**src/rlpse_pkg.sv**
```systemverilog
// Shared types, constants and lookup tables for the rainbow LED SPI encoder.
// No dependencies; every other file of the block imports this package.
`timescale 1ns / 1ps
`default_nettype none

package rlpse_pkg;

  localparam int LED_COUNT     = 64;
  localparam int LedCountEff   = (LED_COUNT == 0) ? 1 : LED_COUNT;
  localparam int LedIdxW       = 6;
  localparam int LedSlots      = 1 << LedIdxW;
  localparam int BYTES_PER_LED = 32;
  localparam int ByteCntW      = $clog2(BYTES_PER_LED);

  localparam logic [7:0] CODE_ONE     = 8'hF0;
  localparam logic [7:0] CODE_ZERO    = 8'h80;
  localparam logic [7:0] BRIGHT_RESET = 8'd128;
  localparam logic [7:0] WHEEL_SEG1   = 8'd85;
  localparam logic [7:0] WHEEL_SEG2   = 8'd170;
  localparam logic [7:0] CHAN_FULL    = 8'd255;

  typedef enum logic {
    OP_RAINBOW = 1'b0,
    OP_SOLID   = 1'b1
  } opcode_e;

  typedef struct packed {
    logic [7:0] red;
    logic [7:0] green;
    logic [7:0] blue;
    logic [7:0] white;
  } rgbw_t;

  // stage 1 -> stage 2
  typedef struct packed {
    logic       valid;
    logic       solid;
    logic [7:0] wheel_pos;
    rgbw_t      color;
  } hue_stage_t;

  // stage 2 -> stage 3
  typedef struct packed {
    logic  valid;
    logic  solid;
    rgbw_t color;
  } wheel_stage_t;

  // stage 3 -> serializer, word in green, red, blue, white order
  typedef struct packed {
    logic        valid;
    logic [31:0] word;
  } pixel_stage_t;

  typedef logic [LedSlots-1:0][7:0] hue_table_t;

  function automatic hue_table_t build_hue_table();
    hue_table_t t;
    for (int i = 0; i < LedSlots; i++) begin
      t[i] = 8'((i * 256) / LedCountEff);
    end
    return t;
  endfunction

  localparam hue_table_t HUE_OFFSET = build_hue_table();

endpackage

`default_nettype wire

```
**src/rlpse_hue.sv**
```systemverilog
// Stage 1: hue offset lookup and base hue add, yields the wheel position.
// Depends on rlpse_pkg.
`timescale 1ns / 1ps
`default_nettype none

module rlpse_hue
  import rlpse_pkg::*;
(
  input  wire logic               clk_i,
  input  wire logic               rst_ni,
  input  wire logic               valid_i,
  output      logic               ready_o,
  input  wire logic               opcode_i,
  input  wire logic [LedIdxW-1:0] led_index_i,
  input  wire logic [7:0]         base_hue_i,
  input  wire rgbw_t              color_i,
  output      hue_stage_t         out_o,
  input  wire logic               ready_i
);

  logic       valid_q;
  logic       solid_q, solid_d;
  logic [7:0] pos_q, pos_d;
  rgbw_t      color_q;
  logic [7:0] hue;

  assign ready_o = !valid_q || ready_i;
  assign hue     = base_hue_i + HUE_OFFSET[led_index_i];
  assign pos_d   = CHAN_FULL - hue;
  assign solid_d = (opcode_e'(opcode_i) == OP_SOLID);

  always_ff @(posedge clk_i or negedge rst_ni) begin
    if (!rst_ni) begin
      valid_q <= 1'b0;
    end else if (ready_o) begin
      valid_q <= valid_i;
    end
  end

  always_ff @(posedge clk_i) begin
    if (ready_o && valid_i) begin
      solid_q <= solid_d;
      pos_q   <= pos_d;
      color_q <= color_i;
    end
  end

  assign out_o = '{valid: valid_q, solid: solid_q, wheel_pos: pos_q, color: color_q};

endmodule

`default_nettype wire

```
**src/rlpse_wheel.sv**
```systemverilog
// Stage 2: three-segment color wheel, maps the wheel position to red, green, blue.
// Depends on rlpse_pkg.
`timescale 1ns / 1ps
`default_nettype none

module rlpse_wheel
  import rlpse_pkg::*;
(
  input  wire logic         clk_i,
  input  wire logic         rst_ni,
  input  wire hue_stage_t   in_i,
  output      logic         ready_o,
  output      wheel_stage_t out_o,
  input  wire logic         ready_i
);

  logic       valid_q;
  logic       solid_q;
  rgbw_t      color_q, color_d;
  logic [7:0] seg_pos;
  logic [9:0] ramp_w;
  logic [7:0] ramp_up, ramp_dn;

  assign ready_o = !valid_q || ready_i;

  always_comb begin
    if (in_i.wheel_pos < WHEEL_SEG1) begin
      seg_pos = in_i.wheel_pos;
    end else if (in_i.wheel_pos < WHEEL_SEG2) begin
      seg_pos = in_i.wheel_pos - WHEEL_SEG1;
    end else begin
      seg_pos = in_i.wheel_pos - WHEEL_SEG2;
    end
  end

  assign ramp_w  = {2'b00, seg_pos} + {1'b0, seg_pos, 1'b0};
  assign ramp_up = ramp_w[7:0];
  assign ramp_dn = CHAN_FULL - ramp_up;

  always_comb begin
    color_d = in_i.color;
    if (!in_i.solid) begin
      color_d.white = 8'd0;
      if (in_i.wheel_pos < WHEEL_SEG1) begin
        color_d.red   = ramp_dn;
        color_d.green = 8'd0;
        color_d.blue  = ramp_up;
      end else if (in_i.wheel_pos < WHEEL_SEG2) begin
        color_d.red   = 8'd0;
        color_d.green = ramp_up;
        color_d.blue  = ramp_dn;
      end else begin
        color_d.red   = ramp_up;
        color_d.green = ramp_dn;
        color_d.blue  = 8'd0;
      end
    end
  end

  always_ff @(posedge clk_i or negedge rst_ni) begin
    if (!rst_ni) begin
      valid_q <= 1'b0;
    end else if (ready_o) begin
      valid_q <= in_i.valid;
    end
  end

  always_ff @(posedge clk_i) begin
    if (ready_o && in_i.valid) begin
      solid_q <= in_i.solid;
      color_q <= color_d;
    end
  end

  assign out_o = '{valid: valid_q, solid: solid_q, color: color_q};

endmodule

`default_nettype wire

```
**src/rlpse_dim.sv**
```systemverilog
// Stage 3: brightness scaling of rainbow colors and packing in green, red, blue,
// white order. Depends on rlpse_pkg.
`timescale 1ns / 1ps
`default_nettype none

module rlpse_dim
  import rlpse_pkg::*;
(
  input  wire logic         clk_i,
  input  wire logic         rst_ni,
  input  wire logic [7:0]   brightness_i,
  input  wire wheel_stage_t in_i,
  output      logic         ready_o,
  output      pixel_stage_t out_o,
  input  wire logic         ready_i
);

  logic        valid_q;
  logic [31:0] word_q, word_d;
  logic [15:0] prod_r, prod_g, prod_b;

  assign ready_o = !valid_q || ready_i;

  assign prod_r = 16'(in_i.color.red)   * 16'(brightness_i);
  assign prod_g = 16'(in_i.color.green) * 16'(brightness_i);
  assign prod_b = 16'(in_i.color.blue)  * 16'(brightness_i);

  always_comb begin
    if (in_i.solid) begin
      word_d = {in_i.color.green, in_i.color.red, in_i.color.blue, in_i.color.white};
    end else begin
      word_d = {prod_g[15:8], prod_r[15:8], prod_b[15:8], 8'd0};
    end
  end

  always_ff @(posedge clk_i or negedge rst_ni) begin
    if (!rst_ni) begin
      valid_q <= 1'b0;
    end else if (ready_o) begin
      valid_q <= in_i.valid;
    end
  end

  always_ff @(posedge clk_i) begin
    if (ready_o && in_i.valid) begin
      word_q <= word_d;
    end
  end

  assign out_o = '{valid: valid_q, word: word_q};

endmodule

`default_nettype wire

```
**src/rlpse_serializer.sv**
```systemverilog
// Output stage: shifts one pixel word out MSB first, one coded SPI byte per cycle.
// Depends on rlpse_pkg.
`timescale 1ns / 1ps
`default_nettype none

module rlpse_serializer
  import rlpse_pkg::*;
(
  input  wire logic         clk_i,
  input  wire logic         rst_ni,
  input  wire pixel_stage_t in_i,
  output      logic         ready_o,
  output      logic         strobe_o,
  output      logic [7:0]   spi_byte_o,
  output      logic         last_byte_o
);

  logic                active_q, active_d;
  logic [ByteCntW-1:0] cnt_q, cnt_d;
  logic [31:0]         word_q, word_d;
  logic                at_last;

  assign at_last = (cnt_q == ByteCntW'(BYTES_PER_LED - 1));
  assign ready_o = !active_q || at_last;

  always_comb begin
    active_d = active_q;
    cnt_d    = cnt_q;
    word_d   = word_q;
    if (ready_o && in_i.valid) begin
      // load next pixel
      active_d = 1'b1;
      cnt_d    = '0;
      word_d   = in_i.word;
    end else if (active_q) begin
      // advance one bit
      active_d = !at_last;
      cnt_d    = cnt_q + 1'b1;
      word_d   = {word_q[30:0], 1'b0};
    end
  end

  always_ff @(posedge clk_i or negedge rst_ni) begin
    if (!rst_ni) begin
      active_q <= 1'b0;
      cnt_q    <= '0;
    end else begin
      active_q <= active_d;
      cnt_q    <= cnt_d;
    end
  end

  always_ff @(posedge clk_i) begin
    word_q <= word_d;
  end

  assign strobe_o    = active_q;
  assign spi_byte_o  = word_q[31] ? CODE_ONE : CODE_ZERO;
  assign last_byte_o = active_q && at_last;

endmodule

`default_nettype wire

```
**src/rainbow_led_pixel_spi_encoder.sv**
```systemverilog
// The first SPI byte of a start transfer reaches the outputs through the hue, wheel and dim
// stage registers and the serializer register when the serializer is free; the remaining 31
// bytes follow on consecutive cycles. Throughput: set by the one-byte-per-cycle serializer;
// three register stages ahead of it buffer up to three further LEDs.
// Reset: asynchronous active low; empties the pipeline and sets brightness to 128.
// Depends on rlpse_pkg and the rlpse stage modules.
`timescale 1ns / 1ps
`default_nettype none

module rainbow_led_pixel_spi_encoder
  import rlpse_pkg::*;
(
  input  wire logic               clk_i,
  input  wire logic               rst_ni,
  input  wire logic               start,
  output      logic               busy,
  input  wire logic               opcode_i,
  input  wire logic [LedIdxW-1:0] led_index_i,
  input  wire logic [7:0]         base_hue_i,
  input  wire logic [7:0]         red_i,
  input  wire logic [7:0]         green_i,
  input  wire logic [7:0]         blue_i,
  input  wire logic [7:0]         white_i,
  input  wire logic               cfg_we_i,
  input  wire logic [7:0]         cfg_wdata_i,
  output      logic               strobe_o,
  output      logic [7:0]         spi_byte_o,
  output      logic               last_byte_o
);

  logic [7:0]   bright_q;
  logic         hue_ready, wheel_ready, dim_ready, ser_ready;
  hue_stage_t   hue_out;
  wheel_stage_t wheel_out;
  pixel_stage_t dim_out;
  rgbw_t        color_in;

  always_ff @(posedge clk_i or negedge rst_ni) begin
    if (!rst_ni) begin
      bright_q <= BRIGHT_RESET;
    end else if (cfg_we_i) begin
      bright_q <= cfg_wdata_i;
    end
  end

  assign busy         = !hue_ready;
  assign color_in     = '{red: red_i, green: green_i, blue: blue_i, white: white_i};

  rlpse_hue u_hue (
    .clk_i       (clk_i),
    .rst_ni      (rst_ni),
    .valid_i     (start),
    .ready_o     (hue_ready),
    .opcode_i    (opcode_i),
    .led_index_i (led_index_i),
    .base_hue_i  (base_hue_i),
    .color_i     (color_in),
    .out_o       (hue_out),
    .ready_i     (wheel_ready)
  );

  rlpse_wheel u_wheel (
    .clk_i   (clk_i),
    .rst_ni  (rst_ni),
    .in_i    (hue_out),
    .ready_o (wheel_ready),
    .out_o   (wheel_out),
    .ready_i (dim_ready)
  );

  rlpse_dim u_dim (
    .clk_i        (clk_i),
    .rst_ni       (rst_ni),
    .brightness_i (bright_q),
    .in_i         (wheel_out),
    .ready_o      (dim_ready),
    .out_o        (dim_out),
    .ready_i      (ser_ready)
  );

  rlpse_serializer u_ser (
    .clk_i       (clk_i),
    .rst_ni      (rst_ni),
    .in_i        (dim_out),
    .ready_o     (ser_ready),
    .strobe_o    (strobe_o),
    .spi_byte_o  (spi_byte_o),
    .last_byte_o (last_byte_o)
  );

endmodule

`default_nettype wire

```
**config.mk**
```make
export PLATFORM = sky130hd
export DESIGN_NAME = rainbow_led_pixel_spi_encoder
export DESIGN_NICKNAME = d
export VERILOG_FILES = /design/src/rlpse_pkg.sv /design/src/rlpse_hue.sv /design/src/rlpse_wheel.sv /design/src/rlpse_dim.sv /design/src/rlpse_serializer.sv /design/src/rainbow_led_pixel_spi_encoder.sv
export SDC_FILE = /design/constraint.sdc
export NUM_CORES = 1
export LEC_CHECK = 0
export BUFFER_PORTS_ARGS = -buffer_cell sky130_fd_sc_hd__clkbuf_2
export CELL_PAD_IN_SITES_DETAIL_PLACEMENT = 0
export CELL_PAD_IN_SITES_GLOBAL_PLACEMENT = 1
export CORE_MARGIN = 5
export CORE_UTILIZATION = 51
export DETAILED_ROUTE_END_ITERATION = 12
export PLACE_DENSITY_LB_ADDON = 0.1
export SYNTH_ARGS = -nofsm -noshare
export SYNTH_HDL_FRONTEND = slang
export SYNTH_SLANG_ARGS = --single-unit
```
**constraint.sdc**
```tcl
create_clock -name clk_i -period 6.25 [get_ports clk_i]
set_input_delay 0.9375 -clock clk_i [delete_from_list [all_inputs] [get_ports clk_i]]
set_output_delay 0.9375 -clock clk_i [all_outputs]
set_load 0.05 [all_outputs]
```
Word level (Yosys, flattened, before mapping)
Memories as Yosys holds them, arrays and structs flattened.
Cells that the tools add are included.
Storage, ports and cells
  register bits: 155
  ROM bits: 512
  memories kept: 1
Memories
  (name not given): words 64, width 8, rd ports 1, clocked after memory_dff 0, wr ports 0, line rlpse_hue.sv:28  | assign hue = base_hue_i + HUE_OFFSET[led_index_i];
Cells by class
  add/sub/neg operators: 7
  multiply operators: 3
  order comparisons: 3
  eq/ne operators: 1
  muxes and demuxes: 14
  reductions and logical operators: 16
Operators with widths (count)
  two-way mux 32 bit: 4
  multiplier 8 x 8 -> 16 bit: 3
  two-way mux 24 bit: 2
  two-way mux 8 bit: 3
  adder 8 bit: 2
  subtractor 8 bit (first input constant): 2
  two-way mux 5 bit: 2
  less-than comparator 8 x 7 -> 1 bit (second input constant): 1
  less-than comparator 8 bit (second input constant): 1
  subtractor 8 x 7 -> 8 bit (second input constant): 1
  subtractor 8 bit (second input constant): 1
  less-than comparator 6 x 7 -> 1 bit (second input constant): 1
  two-way mux 7 bit: 1
  logical NOT 1 bit: 6
  adder 5 x 1 -> 5 bit (second input constant): 1
  equality test 5 bit (second input constant): 1
  logical AND 1 bit: 5
  logical OR 1 bit: 4
  two-way mux 1 bit: 2
  nonzero test 2 bit: 1

Longest topological paths before layout
Gate-level depths: netlist (run 1).
  word-level depth: 8
  depth in mapped cells: 20

Modules after synthesis
From an unflattened synthesis (run 1), not the netlist that was laid out.
Second synthesis, totals
  cells, all modules: 1231
  area total of the unflattened synthesis: 13356.6 µm²
By module, submodules not included
  rlpse_dim: instances 1, cells each 784, area an instance 7315.8 µm²
  rlpse_wheel: instances 1, cells each 241, area an instance 2311.0 µm²
  rlpse_serializer: instances 1, cells each 108, area an instance 1870.5 µm²
  rlpse_hue: instances 1, cells each 80, area an instance 1522.7 µm²
  rainbow_led_pixel_spi_encoder: instances 1, cells each 18, area an instance 336.6 µm²

Worst setup path after synthesis (run 1)
OpenSTA, ideal clock, no wires.
  path kind: reg2reg
  start point: register bright_q[7]
  end point: register u_dim.word_q[15], data pin
  library setup time: 0.260 ns
  arrival time: 4.548 ns
  data required time: 5.990 ns
  path slack: 1.442 ns
  stages on the path, launching flop included: 17
  path buffers: 1
  cells stage by stage: dfstp_2 > clkbuf_1 > nand2_1 > fa_1 > fa_1 > inv_1 > fa_1 > inv_1 > fa_1 > inv_1 > ha_1 > a21o_1 > a21oi_1 > o21ai_0 > a21boi_0 > xnor2_1 > mux2_2
On the way
  cells in the longest elaborated chain, start to end: 2
RTL lines
  from (decl): line rainbow_led_pixel_spi_encoder.sv:31  | logic [7:0] bright_q;
  from (signal assigned): line rainbow_led_pixel_spi_encoder.sv:42  | bright_q <= cfg_wdata_i;
  multiplier 8 x 8 -> 16 bit: line rlpse_dim.sv:26  | assign prod_b = 16'(in_i.color.blue) * 16'(brightness_i);
  two-way mux 32 bit: line rlpse_dim.sv:29  | if (in_i.solid) begin
  net u_dim.word_d[15]: line rlpse_dim.sv:19  | logic [31:0] word_q, word_d;
  to (signal assigned): line rlpse_dim.sv:46  | word_q <= word_d;
  to (decl): line rlpse_dim.sv:19
The timed path passes the listed nets, and every way through them passes these cells.
A chain may end at the register's enable or synchronous reset.

Final worst setup path (run 1)
  start point: register bright_q[4]
  end point: register u_dim.word_q[15], data pin
Same word-level chain as after synthesis.

==> impl_metrics.py, run 1 <==
metrics = {
    "cts": {
        "post_cts_resize_count": 0,
        "post_cts_buffers": 0,
        "cts_tree": "built",
        "hold_buffers": 0,
        "h-tree-depth": 4,
        "root_buffer": "clkbuf_16",
        "cts.sinks": 155,
        "clkLatencyLatePin_ns": 0.44,
        "numCtsBuffers": 17,
        "cts.clk_slew.worst_paths_ns": 0.08,
        "cts_buffer_depth": 2,
    },
    "timing": {
        "slew_viol_final": 0,
        "timing.final.crit_share": 0.8185,
        "fmax_mhz": 195.5,
        "setup_tns_ns": 0,
        "rsz0062_at_grt": "no",
        "slew_headroom": 0.4052,
        "setup_violations": 0,
        "worstMarginPinSlew_ns": 0.8922,
        "timing_hold_violations_final": 0,
        "period_needed_ns": 5.116,
        "fin_skew_ns": 0.02168,
    },
    "placement": {
        "port_buffers": 64,
        "gp_congestion": 0.8313,
        "place_inst": 1550,
        "dp.final_hpwl_microns": 19510,
    },
    "drt": {
        "vias": 8285,
        "first_pass_iters": 4,
        "wirelength_microns": 26140,
        "first_iter_violations": 396,
        "wl_per_cell_microns": 16.52,
        "drc": 0,
        "vias_per_cell": 5.237,
        "detail-route-antenna-nets": 0,
    },
    "die": {
        "rows": 58,
        "start_util": 0.5136,
        "die_h_microns": 168.8,
        "dieArea_sq_um": 28490,
        "pin_count": 70,
        "die_w_microns": 168.8,
        "core_area_sq_um": 25040,
    },
    "power_and_ir_drop": {
        "peakVddDrop_uv": 203.4,
        "pwr-share-clk": 0.296,
        "p_comb_frac": 0.374,
        "p_leak_nw": 6.395,
        "cellPowerDensity_nw_per_um2": 254.0,
        "switchingPower_w": 0.001292,
        "switching_share": 0.3613,
        "seqPwrFrac": 0.330,
        "p_int_w": 0.002284,
    },
    "setup_path": {
        "cp_num_buf_inv": 3,
        "cpPeakStageDelay_ns": 0.86,
        "worstPathMaxFanout": 25,
        "slowest_stage": "dfrtp_1",
        "cp_cell_sequence": "nand2_1, fa_1, fa_1, inv_1, fa_1, inv_1, fa_1, inv_1, ha_1, a21o_1, a21oi_1, o21ai_0, a21boi_0, xnor2_1, mux2_2",
        "cp-end-kind": "flip-flop",
        "cp_common_cell": "fa_1",
        "path_delay_family": "adder cells",
        "crit_required_ns": 6.43,
        "path_class": "reg -> reg",
        "arrival_ns": 5.30,
        "start_kind": "flip-flop",
    },
    "synth": {
        "netlist_area_sq_um": 12860,
        "avgSynthCellArea_sq_um": 10.80,
        "synthCells": 1191,
        "synth.distinct_cells": 60,
        "ys.flop_type": "edfxtp_1",
        "yosysWarningCount": 0,
        "ys_ff_latch": 155,
        "async_flop_share": 0.1097,
        "synth_edf_count": 138,
        "yosysSeqAreaShare": 0.3555,
    },
    "final_layout": {
        "final_cell_mix": "and2_1 (169), inv_1 (148), edfxtp_1 (138), ha_1 (130)",
        "drive_gt1_frac": 0.1262,
        "finalNonFillerCells": 1582,
        "fillerInstances": 2226,
        "areaGrowthSynthToFinish_pct": 9.507,
        "layout_commonest_cell": "and2_1",
        "nNetsFinal": 1534,
        "diodes": 0,
    },
    "grt": {
        "overflow": 0,
        "first_global_vias": 8487,
        "grtUsageTotal": 0.1938,
        "antenna_found_initial": 1,
        "grt_pass1_wl_microns": 43840,
        "grt_max_degree": 61,
    },
    "flow_run": {
        "max_cap_violations": 0,
    },
    "status": {
        "status": "completed",
    },
    "hold_path": {
        "hold_class": "in -> async",
    },
}
[cells by family (layout without fill, tap and decap cells)]
group / Yosys count / after routing / share of synthesized area
fa+ha+maj: 236 / 236 / 0.2915
buf+inv: 195 / 253 / 0.05984
simple gates: 368 / 368 / 0.1535
flops: 155 / 155 / 0.3555
compound gates: 153 / 153 / 0.07415
other cells: 2 / 5 / 0.0005840
xor+xnor: 36 / 36 / 0.02510
mux: 46 / 46 / 0.03989
[Yosys cell counts, types with 4 or more instances]
library cell	n	area [sq um]
a211oi_1	5	37.54
a21boi_0	4	30.03
a21o_1	14	105.1
a21oi_1	42	210.2
a31oi_1	5	31.28
and2_1	170	1064
and3_1	4	25.02
buf_4	9	67.56
clkbuf_1	34	127.6
dfrtp_1	16	400.4
edfxtp_1	138	4144
fa_1	106	2122
ha_1	130	1627
inv_1	148	555.5
mux2_2	42	473.0
mux2i_1	4	40.04
nand2_1	106	397.9
nand2b_1	6	37.54
nand3_1	12	60.06
nand4_1	4	25.02
nor2_1	33	123.9
nor3_1	9	45.04
nor3b_1	5	37.54
o21a_1	6	45.04
o21ai_0	42	210.2
o21bai_1	5	37.54
o31ai_1	10	75.07
xnor2_1	22	192.7
xor2_1	13	113.9
[metal layers]
layer | track usage | part of all wire | vias up
met5 | 0 | 0.00046 | -
met4 | 0.04658 | 0.012 | 2
met3 | 0.02896 | 0.039 | 21
met2 | 0.3223 | 0.48 | 132
met1 | 0.2699 | 0.47 | 4060
li1 | - | - | 4070
[power by group through the flow]
stage	Sequential (W)	Clock, W	Combinational, W
after floorplan	0.00118	0	0.00108
after global placement	0.00120	0	0.00133
after detailed placement	0.00121	0	0.00134
after CTS	0.00118	0.00109	0.00135
after global routing	0.00118	0.00114	0.00156
final	0.00118	0.00106	0.00134
[final timing paths]
| path | start | endpoint | slack (ns) | cells past startpoint |
|---|---|---|---|---|
| worst min-delay path | rst_ni | u_ser.cnt_q[1] | 0.47 | 1 |
| worst min register to register | u_hue.valid_q | u_wheel.valid_q | 0.50 | 1 |
| max in group asynchronous | rst_ni | bright_q[7] | 5.39 | 1 |
| worst max-delay path | bright_q[4] | u_dim.word_q[15] | 1.13 | 15 |
| worst max register to register | bright_q[4] | u_dim.word_q[15] | 1.13 | 15 |
| min in group clk_i | u_hue.valid_q | u_wheel.valid_q | 0.50 | 1 |
[through the flow]
stage / utilization / instance area, sq um / power, W / setup slack, ns / hold slack (ns)
CTS: 0.5624 / 14080 / 0.003629 / 1.131 / 0.4667
finish: 0.5624 / 14080 / 0.003576 / 1.134 / 0.4681
global placement: 0.5376 / 13460 / 0.002537 / 1.201 / 0.4616
detailed placement: 0.5376 / 13460 / 0.002546 / 1.129 / 0.4740
floorplan: - / 12870 / 0.002253 / 1.442 / 0.4489
global route: 0.5624 / 14080 / 0.003889 / 0.7887 / 0.4804
[state kept, by name, indices dropped and copies added (netlist names), 5 cells and up]
register and count:
bright_q 8, u_dim.word_q 32, u_hue.out_o 32, u_hue.pos_q 8, u_ser.cnt_q 5, u_ser.word_q 32
u_wheel.out_o 32
[cell type report]
type	instances	area, sq um	share of cell area
clock buffers	17	425.4	0.03021
inverters	148	555.5	0.03945
multi-input cells	844	7533	0.5350
flip-flops and latches	155	4571	0.3246
clock inverters	15	195.2	0.01386
repair buffers	73	387.9	0.02755
well taps	330	412.9	0.02932
[worst reg2reg max path, stage by stage (launching register included)]
cell and delay (ns):
dfrtp_1 0.86, nand2_1 0.18, fa_1 0.53, fa_1 0.49, inv_1 0.05, fa_1 0.53
inv_1 0.05, fa_1 0.52, inv_1 0.04, ha_1 0.32, a21o_1 0.20, a21oi_1 0.17
o21ai_0 0.26, a21boi_0 0.29, xnor2_1 0.10, mux2_2 0.26
Power figures use the tool's default switching activity.
==> run 2: changes to the inputs <==
- ABC_AREA: unset -> 1
- CORE_UTILIZATION: 51 -> 43
- clock period: 6.25 -> 4.4 ns (I/O delays scaled with it)
==> run 2 against run 1 <==
Setup slack got worse by 1.0 ns. Worst hold slack worse by 0.27 ns. Flip-flop and latch count unchanged. Sequential power rose by 39%. Clock power is 31% higher. Via count is 25% higher. Critical endpoint is now u_dim.word_q[30]. Largest cell class unchanged. Highest routed layer is now met4.
==> impl_metrics.py, run 2 <==
metrics = {
    "placement": {
        "place_area_sq_um": 14990,
        "dp.final_hpwl_microns": 24740,
        "gp_congestion": 0.8242,
        "place_ws_ns": -0.05156,
        "port_buffers": 64,
    },
    "power_and_ir_drop": {
        "fin_total_pwr_w": 0.006092,
        "cellPowerDensity_nw_per_um2": 381.4,
        "p_leak_nw": 8.894,
        "peakVddDrop_uv": 337.2,
    },
    "timing": {
        "period_needed_ns": 4.314,
        "fin_skew_ns": 0.01669,
        "fin_ws_ns": 0.08637,
        "slew_viol_final": 0,
        "setup_violations": 0,
        "timing.final.crit_share": 0.9804,
        "rsz0062_at_grt": "yes",
        "slew_headroom": 0.2246,
        "timing_hold_violations_final": 0,
        "worstMarginPinSlew_ns": 1.162,
        "setup_tns_ns": 0,
        "fmax_mhz": 231.8,
    },
    "setup_path": {
        "worstPathMaxFanout": 10,
        "start_kind": "flip-flop",
        "critPathCapture": "u_dim.word_q[30]",
        "path_class": "reg -> reg",
        "r2r_slack_ns": 0.09,
        "timing.rr.start": "bright_q[3]",
        "cp-end-kind": "flip-flop",
        "crit_required_ns": 4.59,
        "r2r.worst_path.cells": 17,
        "arrival_ns": 4.51,
        "crit_start": "bright_q[3]",
        "r2r_end": "u_dim.word_q[30]",
    },
    "cts": {
        "clkLatencyLatePin_ns": 0.44,
        "cts.sinks": 155,
        "hold_buffers": 0,
        "h-tree-depth": 4,
        "root_buffer": "clkbuf_16",
        "numCtsBuffers": 17,
        "cts.clk_slew.worst_paths_ns": 0.08,
        "cts_tree": "built",
        "cts_buffer_depth": 2,
    },
    "synth": {
        "yosysTopAreaCellShare": 0.3010,
        "ys.flop_type": "edfxtp_1",
        "yosysSeqAreaShare": 0.3320,
        "synth_edf_count": 138,
        "avgSynthCellArea_sq_um": 8.283,
        "ys_top_cells_by_count": "nand2_1 (495), inv_1 (379), edfxtp_1 (138)",
        "synthCells": 1662,
        "synth_top_area_cell": "edfxtp_1",
        "synth.distinct_cells": 43,
        "yosysMostFrequentCell": "nand2_1",
        "ys_ff_latch": 155,
        "yosys-top-cells-area": "edfxtp_1 (30%), fa_1 (15%), nand2_1 (13%)",
        "async_flop_share": 0.1097,
        "yosysWarningCount": 0,
        "netlist_area_sq_um": 13770,
    },
    "drt": {
        "detail-route-antenna-nets": 0,
        "drc": 0,
        "first_pass_iters": 5,
        "wirelength_microns": 32030,
        "first_iter_violations": 571,
        "vias_per_cell": 4.736,
        "vias": 10363,
        "wl_per_cell_microns": 14.64,
    },
    "grt": {
        "antenna_found_initial": 0,
        "overflow": 0,
        "grtUsageTotal": 0.1828,
        "grt_pass1_wl_microns": 52850,
        "first_global_vias": 10364,
        "grt_max_degree": 42,
    },
    "hold_path": {
        "hold_class": "in -> async",
    },
    "die": {
        "pin_count": 70,
        "core_area_sq_um": 31560,
        "die_h_microns": 188.9,
        "die_w_microns": 188.9,
        "start_util": 0.4362,
        "dieArea_sq_um": 35690,
        "rows": 65,
    },
    "final_layout": {
        "nNetsFinal": 2068,
        "areaGrowthSynthToFinish_pct": 16.04,
        "final_cell_mix": "nand2_1 (490), inv_1 (374), edfxtp_1 (138), ha_1 (121), fa_1 (105)",
        "design_area_sq_um": 15970,
        "drive_gt1_frac": 0.1568,
        "diodes": 0,
        "layout_commonest_cell": "nand2_1",
        "post-route-util": 0.5062,
    },
    "flow_run": {
        "max_cap_violations": 0,
    },
    "status": {
        "status": "completed",
    },
}
run 2: layer usage:
metal / track usage / vias to the layer above / share of wire
li1: - / 5300 / -
met1: 0.2615 / 4898 / 0.50
met4: 0.03812 / 0 / 0.011
met2: 0.2963 / 144 / 0.47
met5: 0 / - / 0
met3: 0.02913 / 21 / 0.027
run 2: area by class of cell:
cell class,count,area [sq um]
fillers,3049,15580
flip-flops and latches,155,4576
repair buffers,168,1221
multi-input cells,1051,7705
clock buffers,19,432.9
well taps,402,503.0
inverters,380,1426
clock inverters,13,110.1
run 2: cells by family (layout without fill, tap and decap cells):
kind of cell,Yosys count,count (layout),synth area share
xor gates and xnor gates,20,20,0.01273
adders and majority gates,236,236,0.2723
muxes,8,8,0.006545
buffers and inverters,459,580,0.1287
and+or+nand+nor,667,667,0.1988
DFF,155,155,0.3320
other,2,5,0.0005456
AOI/OAI and AO/OA,115,115,0.04835
run 2: power by group:
part | internal (W) | total (W) | leakage, nW | switching [W]
Combinational | 0.00139 | 0.00306 | 7.14 | 0.00167
Sequential | 0.00163 | 0.00164 | 1.50 | 0.0000174
Clock | 0.000736 | 0.00139 | 0.256 | 0.000654
run 2: stage by stage:
stage / instances / hold slack, ns
finish: 2188 / 0.1999
global route: 2188 / 0.2154
detailed placement: 2143 / 0.4482
CTS: 2175 / 0.1993
global placement: 2143 / 0.4444
floorplan: 1665 / 0.3644
run 2: timing repair:
item | CTS | global route
cloned | 0 | 2
buffers inserted | 0 | 12
pin swaps | 4 | 33
endpoints found under the setup margin | 5 | 22
resized for setup | 5 | 67
endpoints found under the hold margin | 0 | 0
run 2: worst min path at each step:
stage	start	to	cells after the start
floorplan	rst_ni	bright_q[0]	0
global placement	u_ser.cnt_q[3]	u_ser.cnt_q[3]	1
detailed placement	u_ser.cnt_q[3]	u_ser.cnt_q[3]	1
CTS	rst_ni	bright_q[3]	1
global route	rst_ni	u_ser.strobe_o	1
finish	rst_ni	u_ser.strobe_o	1
run 2: worst max-delay path: stages (launching register included):
cell and delay [ns]:
dfrtp_2 0.48, clkbuf_16 0.20, nand2_1 0.06, inv_1 0.06, fa_1 0.42, fa_1 0.49
inv_1 0.06, fa_1 0.54, inv_1 0.06, fa_1 0.37, ha_1 0.32, a21o_1 0.21
a21oi_2 0.20, nor2_1 0.08, a211oi_2 0.24, nand2_1 0.11, a21oi_2 0.12, a21oi_1 0.07
